## config.mk

```make
export PLATFORM = sky130hd
export DESIGN_NAME = csvg_decode
export DESIGN_NICKNAME = d
export VERILOG_FILES = /design/src/hdl/csvg_pkg.sv /design/src/hdl/csvg_decode.sv
export SDC_FILE = /design/constraint.sdc
export NUM_CORES = 2
export LEC_CHECK = 0
export BUFFER_PORTS_ARGS = -buffer_cell sky130_fd_sc_hd__buf_2
export CAP_MARGIN = 20
export CORE_MARGIN = 8
export CORE_UTILIZATION = 45
export CTS_CLUSTER_DIAMETER = 30
export DETAILED_ROUTE_END_ITERATION = 7
export HOLD_SLACK_MARGIN = 0.02
export SLEW_MARGIN = 20
export SYNTH_ARGS = -nofsm -noshare
export SYNTH_HDL_FRONTEND = slang
export SYNTH_SLANG_ARGS = --single-unit
```

## constraint.sdc

```tcl
create_clock -name clk -period 22.2 [get_ports clk]
set_input_delay 3.33 -clock clk [delete_from_list [all_inputs] [get_ports clk]]
set_output_delay 3.33 -clock clk [all_outputs]
set_load 0.005 [all_outputs]
```

## src/hdl/csvg_pkg.sv

```systemverilog
// Shared constants and sizing helpers for the cube sphere vertex generator.
// No dependencies; every other file of the block refers to this package.
package csvg_pkg;

    // Fixed field widths
    localparam int IDX_W  = 15;
    localparam int POS_W  = 17;
    localparam int RES_W  = 7;
    localparam int RAD_W  = 16;
    localparam int DATA_W = 32;
    localparam int ADDR_W = 3;

    // Default largest grid resolution
    localparam int MAX_RES_DEF = 64;

    // One scaled-coordinate bit is settled per search stage
    localparam int NSTEP = RAD_W;

    // Register reset values
    localparam logic [RES_W-1:0] RES_RST = 7'd2;
    localparam logic [RAD_W-1:0] RAD_RST = 16'd4096;

    // Register indexes (paddr word select)
    localparam logic REG_RESOLUTION = 1'b0;
    localparam logic REG_RADIUS     = 1'b1;

    // Bits needed to hold a resolution value up to max_res
    function automatic int res_w(input int max_res);
        return $clog2(max_res + 1);
    endfunction

    // Register stages of the index decode front end
    function automatic int dec_stages(input int max_res);
        return ($clog2(max_res) + 1) / 2 + 5;
    endfunction

endpackage

```

## src/hdl/csvg_decode.sv

```systemverilog
// Front end: maps a vertex index to grid offsets, then forms |D|^2 and 4*R^2*d^2.
// Depends on csvg_pkg. Pipelined restoring dividers, two quotient bits a stage.
module csvg_decode #(
    parameter int MAX_RES = csvg_pkg::MAX_RES_DEF
) (
    input  logic                                      clk,
    input  logic [csvg_pkg::dec_stages(MAX_RES)-1:0]  en,
    input  logic [csvg_pkg::IDX_W-1:0]                vertex_index,
    input  logic [csvg_pkg::RES_W-1:0]                cfg_resolution,
    input  logic [csvg_pkg::RAD_W-1:0]                cfg_radius,
    output logic [2*csvg_pkg::res_w(MAX_RES)+1:0]     s_out,
    output logic [2*csvg_pkg::res_w(MAX_RES)+33:0]    rhs_out [3],
    output logic [2:0]                                neg_out,
    output logic                                      iv_out
);

    localparam int RW     = csvg_pkg::res_w(MAX_RES);
    localparam int QW     = $clog2(MAX_RES);
    localparam int DIV_ST = (QW + 1) / 2;
    localparam int CW     = 2 * RW + 3;
    localparam int VW     = (CW > csvg_pkg::IDX_W) ? CW : csvg_pkg::IDX_W;
    localparam int DW     = RW + 2;
    localparam int SW     = 2 * RW + 2;
    localparam int HW     = 2 * RW + 34;
    localparam int DEC_ST = csvg_pkg::dec_stages(MAX_RES);

    // Side face segment codes
    localparam logic [1:0] SEG_FRONT = 2'd0;
    localparam logic [1:0] SEG_RIGHT = 2'd1;
    localparam logic [1:0] SEG_BACK  = 2'd2;
    localparam logic [1:0] SEG_LEFT  = 2'd3;

    // Derived resolution values
    logic [RW-1:0]   r_cl;
    logic [RW-1:0]   e_next, e_reg;
    logic [RW-1:0]   rm2_next, rm2_reg;
    logic [RW+1:0]   seg_next, seg_reg;
    logic [CW-1:0]   side_next, side_reg;
    logic [CW-1:0]   cap_next, cap_reg;
    logic [CW-1:0]   tot_next, tot_reg;

    // Index capture and divider pipeline
    logic [csvg_pkg::IDX_W-1:0] idx_reg;
    logic [VW-1:0]   ra_reg [0:DIV_ST];
    logic [VW-1:0]   rb_reg [0:DIV_ST];
    logic [QW-1:0]   qa_reg [0:DIV_ST];
    logic [QW-1:0]   qb_reg [0:DIV_ST];
    logic            sd_reg [0:DIV_ST];
    logic            tp_reg [0:DIV_ST];
    logic            iv_reg [0:DIV_ST];
    logic [VW-1:0]   ra_next [0:DIV_ST-1];
    logic [VW-1:0]   rb_next [0:DIV_ST-1];
    logic [QW-1:0]   qa_next [0:DIV_ST-1];
    logic [QW-1:0]   qb_next [0:DIV_ST-1];
    logic            iv0, side0, top0;
    logic [VW-1:0]   j0, jj0;

    // Grid and square stages
    logic signed [DW-1:0] d_next [3];
    logic signed [DW-1:0] d_reg  [3];
    logic                 iv_d_reg;
    logic [2*RW-1:0]      sq_next [3];
    logic [2*RW-1:0]      sq_reg  [3];
    logic [2:0]           neg_next, neg_q_reg, neg_o_reg;
    logic [31:0]          rr_reg;
    logic                 iv_q_reg, iv_o_reg;
    logic [SW-1:0]        s_reg;
    logic [HW-1:0]        rhs_reg [3];

    // Clamp resolution and form face counts
    always_comb
    begin
        if (int'(cfg_resolution) < 2)
            r_cl = RW'(2);
        else if (int'(cfg_resolution) > MAX_RES)
            r_cl = RW'(MAX_RES);
        else
            r_cl = RW'(cfg_resolution);
        e_next    = r_cl - RW'(1);
        rm2_next  = r_cl - RW'(2);
        seg_next  = {e_next, 2'b00};
        side_next = CW'(seg_next) * CW'(r_cl);
        cap_next  = CW'(rm2_next) * CW'(rm2_next);
        tot_next  = side_next + (cap_next << 1);
    end

    always_ff @(posedge clk)
    begin
        e_reg    <= e_next;
        rm2_reg  <= rm2_next;
        seg_reg  <= seg_next;
        side_reg <= side_next;
        cap_reg  <= cap_next;
        tot_reg  <= tot_next;
    end

    // Stage 0: capture index
    always_ff @(posedge clk)
    begin
        if (en[0])
            idx_reg <= vertex_index;
    end

    // Range checks and cap-relative index
    always_comb
    begin
        iv0   = VW'(idx_reg) < VW'(tot_reg);
        side0 = VW'(idx_reg) < VW'(side_reg);
        j0    = VW'(idx_reg) - VW'(side_reg);
        top0  = j0 < VW'(cap_reg);
        jj0   = top0 ? j0 : (j0 - VW'(cap_reg));
    end

    // Divider steps: index by side row length, cap index by inner width
    always_comb
    begin
        logic [VW-1:0] ra_t, rb_t, da, db;
        logic [QW-1:0] qa_t, qb_t;
        int            bp;
        for (int st = 0; st < DIV_ST; st++)
        begin
            ra_t = ra_reg[st];
            rb_t = rb_reg[st];
            qa_t = qa_reg[st];
            qb_t = qb_reg[st];
            for (int h = 0; h < 2; h++)
            begin
                bp = QW - 1 - 2 * st - h;
                if (bp >= 0)
                begin
                    da = VW'(seg_reg) << bp;
                    db = VW'(rm2_reg) << bp;
                    if (ra_t >= da)
                    begin
                        ra_t = ra_t - da;
                        qa_t = qa_t | (QW'(1) << bp);
                    end
                    if (rb_t >= db)
                    begin
                        rb_t = rb_t - db;
                        qb_t = qb_t | (QW'(1) << bp);
                    end
                end
            end
            ra_next[st] = ra_t;
            rb_next[st] = rb_t;
            qa_next[st] = qa_t;
            qb_next[st] = qb_t;
        end
    end

    always_ff @(posedge clk)
    begin
        if (en[1])
        begin
            ra_reg[0] <= VW'(idx_reg);
            rb_reg[0] <= jj0;
            qa_reg[0] <= '0;
            qb_reg[0] <= '0;
            sd_reg[0] <= side0;
            tp_reg[0] <= top0;
            iv_reg[0] <= iv0;
        end
        for (int st = 0; st < DIV_ST; st++)
        begin
            if (en[st+2])
            begin
                ra_reg[st+1] <= ra_next[st];
                rb_reg[st+1] <= rb_next[st];
                qa_reg[st+1] <= qa_next[st];
                qb_reg[st+1] <= qb_next[st];
                sd_reg[st+1] <= sd_reg[st];
                tp_reg[st+1] <= tp_reg[st];
                iv_reg[st+1] <= iv_reg[st];
            end
        end
    end

    // Segment split, grid point and centered doubled offsets
    always_comb
    begin
        logic [RW+1:0] rem;
        logic [1:0]    seg;
        logic [RW-1:0] t, gx, gy, gz;
        rem = ra_reg[DIV_ST][RW+1:0];
        seg = 2'b00;
        if (rem >= {e_reg, 1'b0})
        begin
            seg[1] = 1'b1;
            rem    = rem - {1'b0, e_reg, 1'b0};
        end
        if (rem >= (RW+2)'(e_reg))
        begin
            seg[0] = 1'b1;
            rem    = rem - (RW+2)'(e_reg);
        end
        t = rem[RW-1:0];
        if (sd_reg[DIV_ST])
        begin
            gy = RW'(qa_reg[DIV_ST]);
            case (seg)
                SEG_FRONT: begin gx = t;             gz = '0;            end
                SEG_RIGHT: begin gx = e_reg;         gz = t;             end
                SEG_BACK:  begin gx = e_reg - t;     gz = e_reg;         end
                SEG_LEFT:  begin gx = '0;            gz = e_reg - t;     end
                default:   begin gx = '0;            gz = '0;            end
            endcase
        end
        else
        begin
            gx = RW'(rb_reg[DIV_ST]) + RW'(1);
            gz = RW'(qb_reg[DIV_ST]) + RW'(1);
            gy = tp_reg[DIV_ST] ? e_reg : '0;
        end
        d_next[0] = $signed(DW'({gx, 1'b0}) - DW'(e_reg));
        d_next[1] = $signed(DW'({gy, 1'b0}) - DW'(e_reg));
        d_next[2] = $signed(DW'({gz, 1'b0}) - DW'(e_reg));
    end

    always_ff @(posedge clk)
    begin
        if (en[DIV_ST+2])
        begin
            d_reg    <= d_next;
            iv_d_reg <= iv_reg[DIV_ST];
        end
    end

    // Squares of the offsets and of the radius
    always_comb
    begin
        logic signed [DW-1:0] ad;
        for (int a = 0; a < 3; a++)
        begin
            neg_next[a] = d_reg[a][DW-1];
            ad          = neg_next[a] ? -d_reg[a] : d_reg[a];
            sq_next[a]  = (2*RW)'(RW'(ad)) * (2*RW)'(RW'(ad));
        end
    end

    always_ff @(posedge clk)
    begin
        if (en[DIV_ST+3])
        begin
            sq_reg    <= sq_next;
            neg_q_reg <= neg_next;
            rr_reg    <= 32'(cfg_radius) * 32'(cfg_radius);
            iv_q_reg  <= iv_d_reg;
        end
    end

    // |D|^2 and per-axis 4*R^2*d^2
    always_ff @(posedge clk)
    begin
        if (en[DEC_ST-1])
        begin
            s_reg <= SW'(sq_reg[0]) + SW'(sq_reg[1]) + SW'(sq_reg[2]);
            for (int a = 0; a < 3; a++)
                rhs_reg[a] <= (HW'(rr_reg) * HW'(sq_reg[a])) << 2;
            neg_o_reg <= neg_q_reg;
            iv_o_reg  <= iv_q_reg;
        end
    end

    assign s_out   = s_reg;
    assign rhs_out = rhs_reg;
    assign neg_out = neg_o_reg;
    assign iv_out  = iv_o_reg;

endmodule

```

* Yosys cells after proc, flatten, opt, wreduce, memory -nomap -nowiden
Memory sizes are Yosys's and may differ from the RTL's. A register that Yosys moved wholly into a read port is not among the register bits.
Index checks and enable logic that the tools add are counted.
** Cells by class
- $mul :: 9
- Reductions and logical operators :: 1
- Mux-type cells :: 48
- Eq/ne operators :: 3
- Order comparisons :: 19
- Add/subtract/negate cells :: 30
** Operator list (number)
- 17-bit two-way mux :: 13
- 32-bit by 14-bit multiplier with 46-bit output :: 3
- 7-bit by 7-bit multiplier with 14-bit output :: 5
- 7-bit two-way mux :: 10
- 7-bit one-hot mux with 4 select lines :: 2
- 17-bit by 10-bit >= comparator with 1-bit output :: 2
- 17-bit by 11-bit >= comparator with 1-bit output :: 2
- 17-bit by 12-bit >= comparator with 1-bit output :: 2
- 17-bit by 9-bit >= comparator with 1-bit output :: 2
- 17-bit by 10-bit subtractor with 17-bit output :: 2
- 17-bit by 11-bit subtractor with 17-bit output :: 2
- 17-bit by 12-bit subtractor with 17-bit output :: 2
- 17-bit by 14-bit subtractor with 17-bit output :: 2
- 17-bit by 9-bit subtractor with 17-bit output :: 2
- 16-bit by 16-bit multiplier with 32-bit output :: 1
- 8-bit by 7-bit subtractor with 9-bit output :: 3
- 7-bit negation :: 3
- 16-bit by 15-bit adder with 17-bit output :: 1
- 17-bit by 13-bit >= comparator with 1-bit output :: 1
- 17-bit by 14-bit >= comparator with 1-bit output :: 1
- 17-bit by 7-bit >= comparator with 1-bit output :: 1
- 17-bit by 8-bit >= comparator with 1-bit output :: 1
- 15-bit by 17-bit < comparator with 1-bit output :: 1
- 17-bit by 14-bit < comparator with 1-bit output :: 1
- other kinds (27) :: 45
** Storage, ports and cells
- Memories kept :: 7
- Word-level logic and storage cells :: 138
- Bits in writable memories :: 196
- Output and inout bits :: 164
- Flip-flop bits (word level) :: 337
- Input port bits :: 47
** Memory list
- ra_reg :: depth 4, width 17, read ports 4, clocked after memory_dff 0, wr ports 4, line csvg_decode.sv:44 : logic [VW-1:0] ra_reg [0:DIV_ST];
- rb_reg :: depth 4, width 17, read ports 4, clocked after memory_dff 0, wr ports 4, line csvg_decode.sv:45 : logic [VW-1:0] rb_reg [0:DIV_ST];
- qa_reg :: depth 4, width 6, read ports 4, clocked after memory_dff 0, wr ports 4, line csvg_decode.sv:46 : logic [QW-1:0] qa_reg [0:DIV_ST];
- qb_reg :: depth 4, width 6, read ports 4, clocked after memory_dff 0, wr ports 4, line csvg_decode.sv:47 : logic [QW-1:0] qb_reg [0:DIV_ST];
- iv_reg :: depth 4, width 1, read ports 4, clocked after memory_dff 1, wr ports 4, line csvg_decode.sv:50 : logic iv_reg [0:DIV_ST];
- sd_reg :: depth 4, width 1, read ports 4, clocked after memory_dff 0, wr ports 4, line csvg_decode.sv:48 : logic sd_reg [0:DIV_ST];
- 1 more memories

* Longest topological paths before layout
An unclocked memory read counts as a cell.
- Word-level depth :: 9
- Depth in mapped cells :: 35

* Least setup slack after synthesis
No wires, ideal clock.
- Path kind :: input to register
- From :: input cfg_resolution[6] in the netlist's numbering
- To :: register tot_reg[15]
- Path slack :: 12.557 ns
- Stages :: 27
- Arrival :: 9.522 ns
- Buffers on the path :: 0
- Setup time :: 0.121 ns
- Cells stage by stage :: clkinv_1 -> o21ai_1 -> inv_1 -> nor3_1 -> xnor2_1 -> inv_1 -> nand2_1 -> fa_1 -> fa_1 -> inv_1 -> fa_1 -> fa_1 -> ha_1 -> a21boi_0 -> o21ai_0 -> a21boi_0 -> o21ai_0 -> nand2b_1 -> xor2_1 -> ha_1 -> and3_1 -> a311oi_1 -> nor2b_1 -> o21a_1 -> o21ai_0 -> nor3b_1 -> nor2_1
** On the way
- Cells in the longest elaborated chain, start to end :: 6
- Elaborated cells between the ends (all ways) :: 9
** RTL lines
- from (decl) :: line csvg_decode.sv:9 : input logic [csvg_pkg::RES_W-1:0] cfg_resolution,
- 7-bit > comparator :: line csvg_decode.sv:75 : else if (int'(cfg_resolution) > MAX_RES)
- 7-bit two-way mux :: line csvg_decode.sv:75
- 7-bit two-way mux (*) :: line csvg_decode.sv:73 : if (int'(cfg_resolution) < 2)
- 7-bit by 2-bit subtractor with 7-bit output (*) :: line csvg_decode.sv:80 : rm2_next = r_cl - RW'(2);
- via rm2_next[1] :: line csvg_decode.sv:36 : logic [RW-1:0] rm2_next, rm2_reg;
- 7-bit by 7-bit multiplier with 14-bit output (*) :: line csvg_decode.sv:83 : cap_next = CW'(rm2_next) * CW'(rm2_next);
- via cap_next[10] :: line csvg_decode.sv:39 : logic [CW-1:0] cap_next, cap_reg;
- 16-bit by 15-bit adder with 17-bit output (*) :: line csvg_decode.sv:84 : tot_next = side_next + (cap_next << 1);
- via tot_next[15] :: line csvg_decode.sv:40 : logic [CW-1:0] tot_next, tot_reg;
- to (signal assigned) :: line csvg_decode.sv:94 : tot_reg <= tot_next;
- to (decl) :: line csvg_decode.sv:40
Mark *: on every way through the listed nets, which the timed path passes. The rest lies on a longest branch.
A chain may end at the register's enable or synchronous reset.

* Final worst setup path
Same ends and word-level chain as after synthesis.

==> key figures <==
Setup path
  • Worst Path Required: between 20,000 and 25,000 ps
  • Slowest-stage cell, CP: o21ai_1
  • Crit path kind: input port to flip-flop
  • Critical path capture point type: flip-flop
  • CP peak stage delay: around 630 ps
  • CP Launch Type: input port
  • Most frequent cell on the critical path: fa_1
  • WP data arrival: roughly 11,000 ps
  • CP Max Fanout: 12

STA
  • Tcrit/Tclk final: 0.4632
  • Setup TNS Final: 0 ps
  • Minimum clock period: between 10,000 and 15,000 ps
  • Final-report hold violation count: 0
  • Final setup fails: 0
  • Slew Viols, Final: 0
  • Setup Skew: 42.32 ps
  • Hold Slack: 409.8 ps
  • FMAX: ~0.097 GHz
  • Slew HR: 0.3031
  • Worst setup margin: about 12,000 ps
  • Tightest Pin Transition: about 1000 ps
  • Unrepaired setup endpoints after global routing: no

Placement
  • GP Congestion: ~0.9
  • DP HPWL: between 150,000 and 200,000 µm
  • Place WS: around 11,000 ps
  • Post-Place Cells: a little over 10,000
  • Buffers on Ports: approximately 200

Layout
  • Layout cells sized above 1: 0.06873
  • Area Overhead vs Synth: 10.51%
  • Most common cell after layout, fill and taps aside: inv_1
  • Post-Layout Cell Count: 10,560
  • Nets: about 10,000
  • Commonest non-fill, non-tap cells in the layout: 1,546 x inv_1, 1,275 x fa_1, 1,083 x nand2_1
  • Max reg flops: 133

Synthesis
  • Share of the synthesized area in the top cell type: 0.3310
  • Total number of yosys warnings: 0
  • Largest area contributor in the netlist: fa_1
  • Synth top area cells: fa_1 33%, edfxtp_1 16%, ha_1 14%
  • Synth Register Bits: approximately 470
  • Syn Area/Cell: 9.545 µm²
  • Post-synth cell types: 86
  • Number of synthesized flops with an enable pin: 414
  • Post-synthesis instance total: a little over 8,000
  • Asr flop ratio synth: 0
  • Sequential area share after synthesis: 0.1750
  • Main flop type after synthesis: edfxtp_1
  • Syn Std Cell Area: just under 80,000 µm²

CTS
  • TritonCTS clock tree: done
  • Hold buffers post-CTS: 0
  • CTS H-Tree Depth: 4
  • CTS max path bufs: 3
  • CTS root buf: clkbuf_16
  • Sink Count: approximately 470
  • Clock slew at reported path FFs: 50 ps
  • CTS resizes: 0
  • CTS Buf Count: 137
  • Setup Fix Bufs, Post-CTS: 0
  • Latest clock arrival within the worst-skew pair: 800 ps

Floorplanning
  • I/O pin cnt: 211
  • Starting Density: 0.4511
  • CORE AREA: between 150,000 and 200,000 µm²
  • Num rows: between 150 and 200
  • Die footprint: roughly 180,000 µm²
  • Die Width: ~430 µm
  • Vert. Die Dim: 430.0 µm

Global routing
  • Initial antenna violation count: 2
  • Largest net degree at the start of global routing: just under 60
  • Total track usage: 0.2164
  • First-pass GRT wire length: ~320,000 µm
  • Total gr overflow: 0
  • Vias in the first global route: 60,220

Hold path
  • Worst min-delay path class: flip-flop to flip-flop

Route
  • Drt total wl: between 150,000 and 200,000 µm
  • Routed vias: ~56,000
  • DRT Pass-1 Iters: 6
  • Final antenna-violating net count: 0
  • Via density: between 5 and 6
  • Initial DRC count: 2,531
  • Wire per inst: approximately 19 µm
  • Post-route DRC: 0

Flow run
  • Max-Cap Viols: 0

Outcome
  • Status: completed
per-layer routing:
metal | up-vias | wire length [µm] | GRT usage
li1 | 25740 | - | -
met1 | 28150 | 77680 | 0.2540
met2 | 1406 | 100300 | 0.3893
met3 | 418 | 9798 | 0.03281
met4 | 2 | 9771 | 0.09949
met5 | - | 13 | 0
stage by stage:
stage / cell area, µm² / utilization
4_1_cts: 85210 / 0.4984
3_5_place_dp: 80430 / 0.4704
2_1_floorplan: 77180 / -
5_1_grt: 85220 / 0.4985
3_3_place_gp: 80430 / 0.4704
6_report: 85230 / 0.4985
layout make-up:
type                            instances  area, µm²
Tap cell                             2233       2794
Timing Repair Buffer                  288       1670
Antenna cell                            3      7.507
Clock inverter                         99       1299
Fill cell                           15830      85740
Inverter                             1551       5822
Sequential cell                       467      13490
Multi-Input combinational cell       5766      56670
Clock buffer                          151       3481
Yosys cell counts (26+ instances only):
| cell | count |
|---|---|
| xor2_1 | 121 |
| nand4_1 | 35 |
| o21ai_0 | 198 |
| fa_1 | 1275 |
| clkbuf_1 | 292 |
| mux2_2 | 39 |
| nand2b_1 | 62 |
| nor2b_1 | 66 |
| o21bai_1 | 40 |
| nor3_1 | 72 |
| or3_1 | 27 |
| and2_1 | 432 |
| inv_1 | 1546 |
| nor2_1 | 311 |
| o31ai_1 | 27 |
| mux2i_1 | 26 |
| nand2_1 | 1083 |
| and3_1 | 33 |
| a21o_1 | 148 |
| a21oi_1 | 280 |
| o21a_1 | 49 |
| xnor2_1 | 263 |
| ha_1 | 843 |
| nand3_1 | 64 |
| edfxtp_1 | 414 |
| a21boi_0 | 27 |
| dfxtp_1 | 53 |
worst max-delay path: cells and delay by family:
family / cells / cell delay, ps
adders and majority gates: 6 / 2570
and+or+nand+nor: 7 / 1220
AOI/OAI and AO/OA: 8 / 2150
buffers and inverters: 5 / 1130
xor gates and xnor gates: 2 / 520
cells by family after synthesis:
family / count (synthesis) / synth area share
buffers and inverters: 1862 / 0.09124
adder cells (fa/ha/maj): 2118 / 0.4677
XOR/XNOR: 384 / 0.04361
multiplexers: 65 / 0.009069
AND/OR/NAND/NOR: 2240 / 0.1353
AO/OA/AOI/OAI: 942 / 0.07799
flip-flops: 467 / 0.1750
other: 2 / 0.00009738
path summary, 6_finish.rpt:
path	cells after the start	slack (ps)	startpoint	to
worst max-delay path	28	11920	cfg_resolution[6]	tot_reg[15]
worst min-delay path	0	410	qa_reg[1][5]	qa_reg[2][5]
worst max register to register	27	13850	seg_reg[7]	d_reg[26]
worst min register to register	0	410	qa_reg[1][5]	qa_reg[2][5]
Power is not shown: default switching activity piles up to over one toggle a cycle in this logic, so the estimate is an artifact.
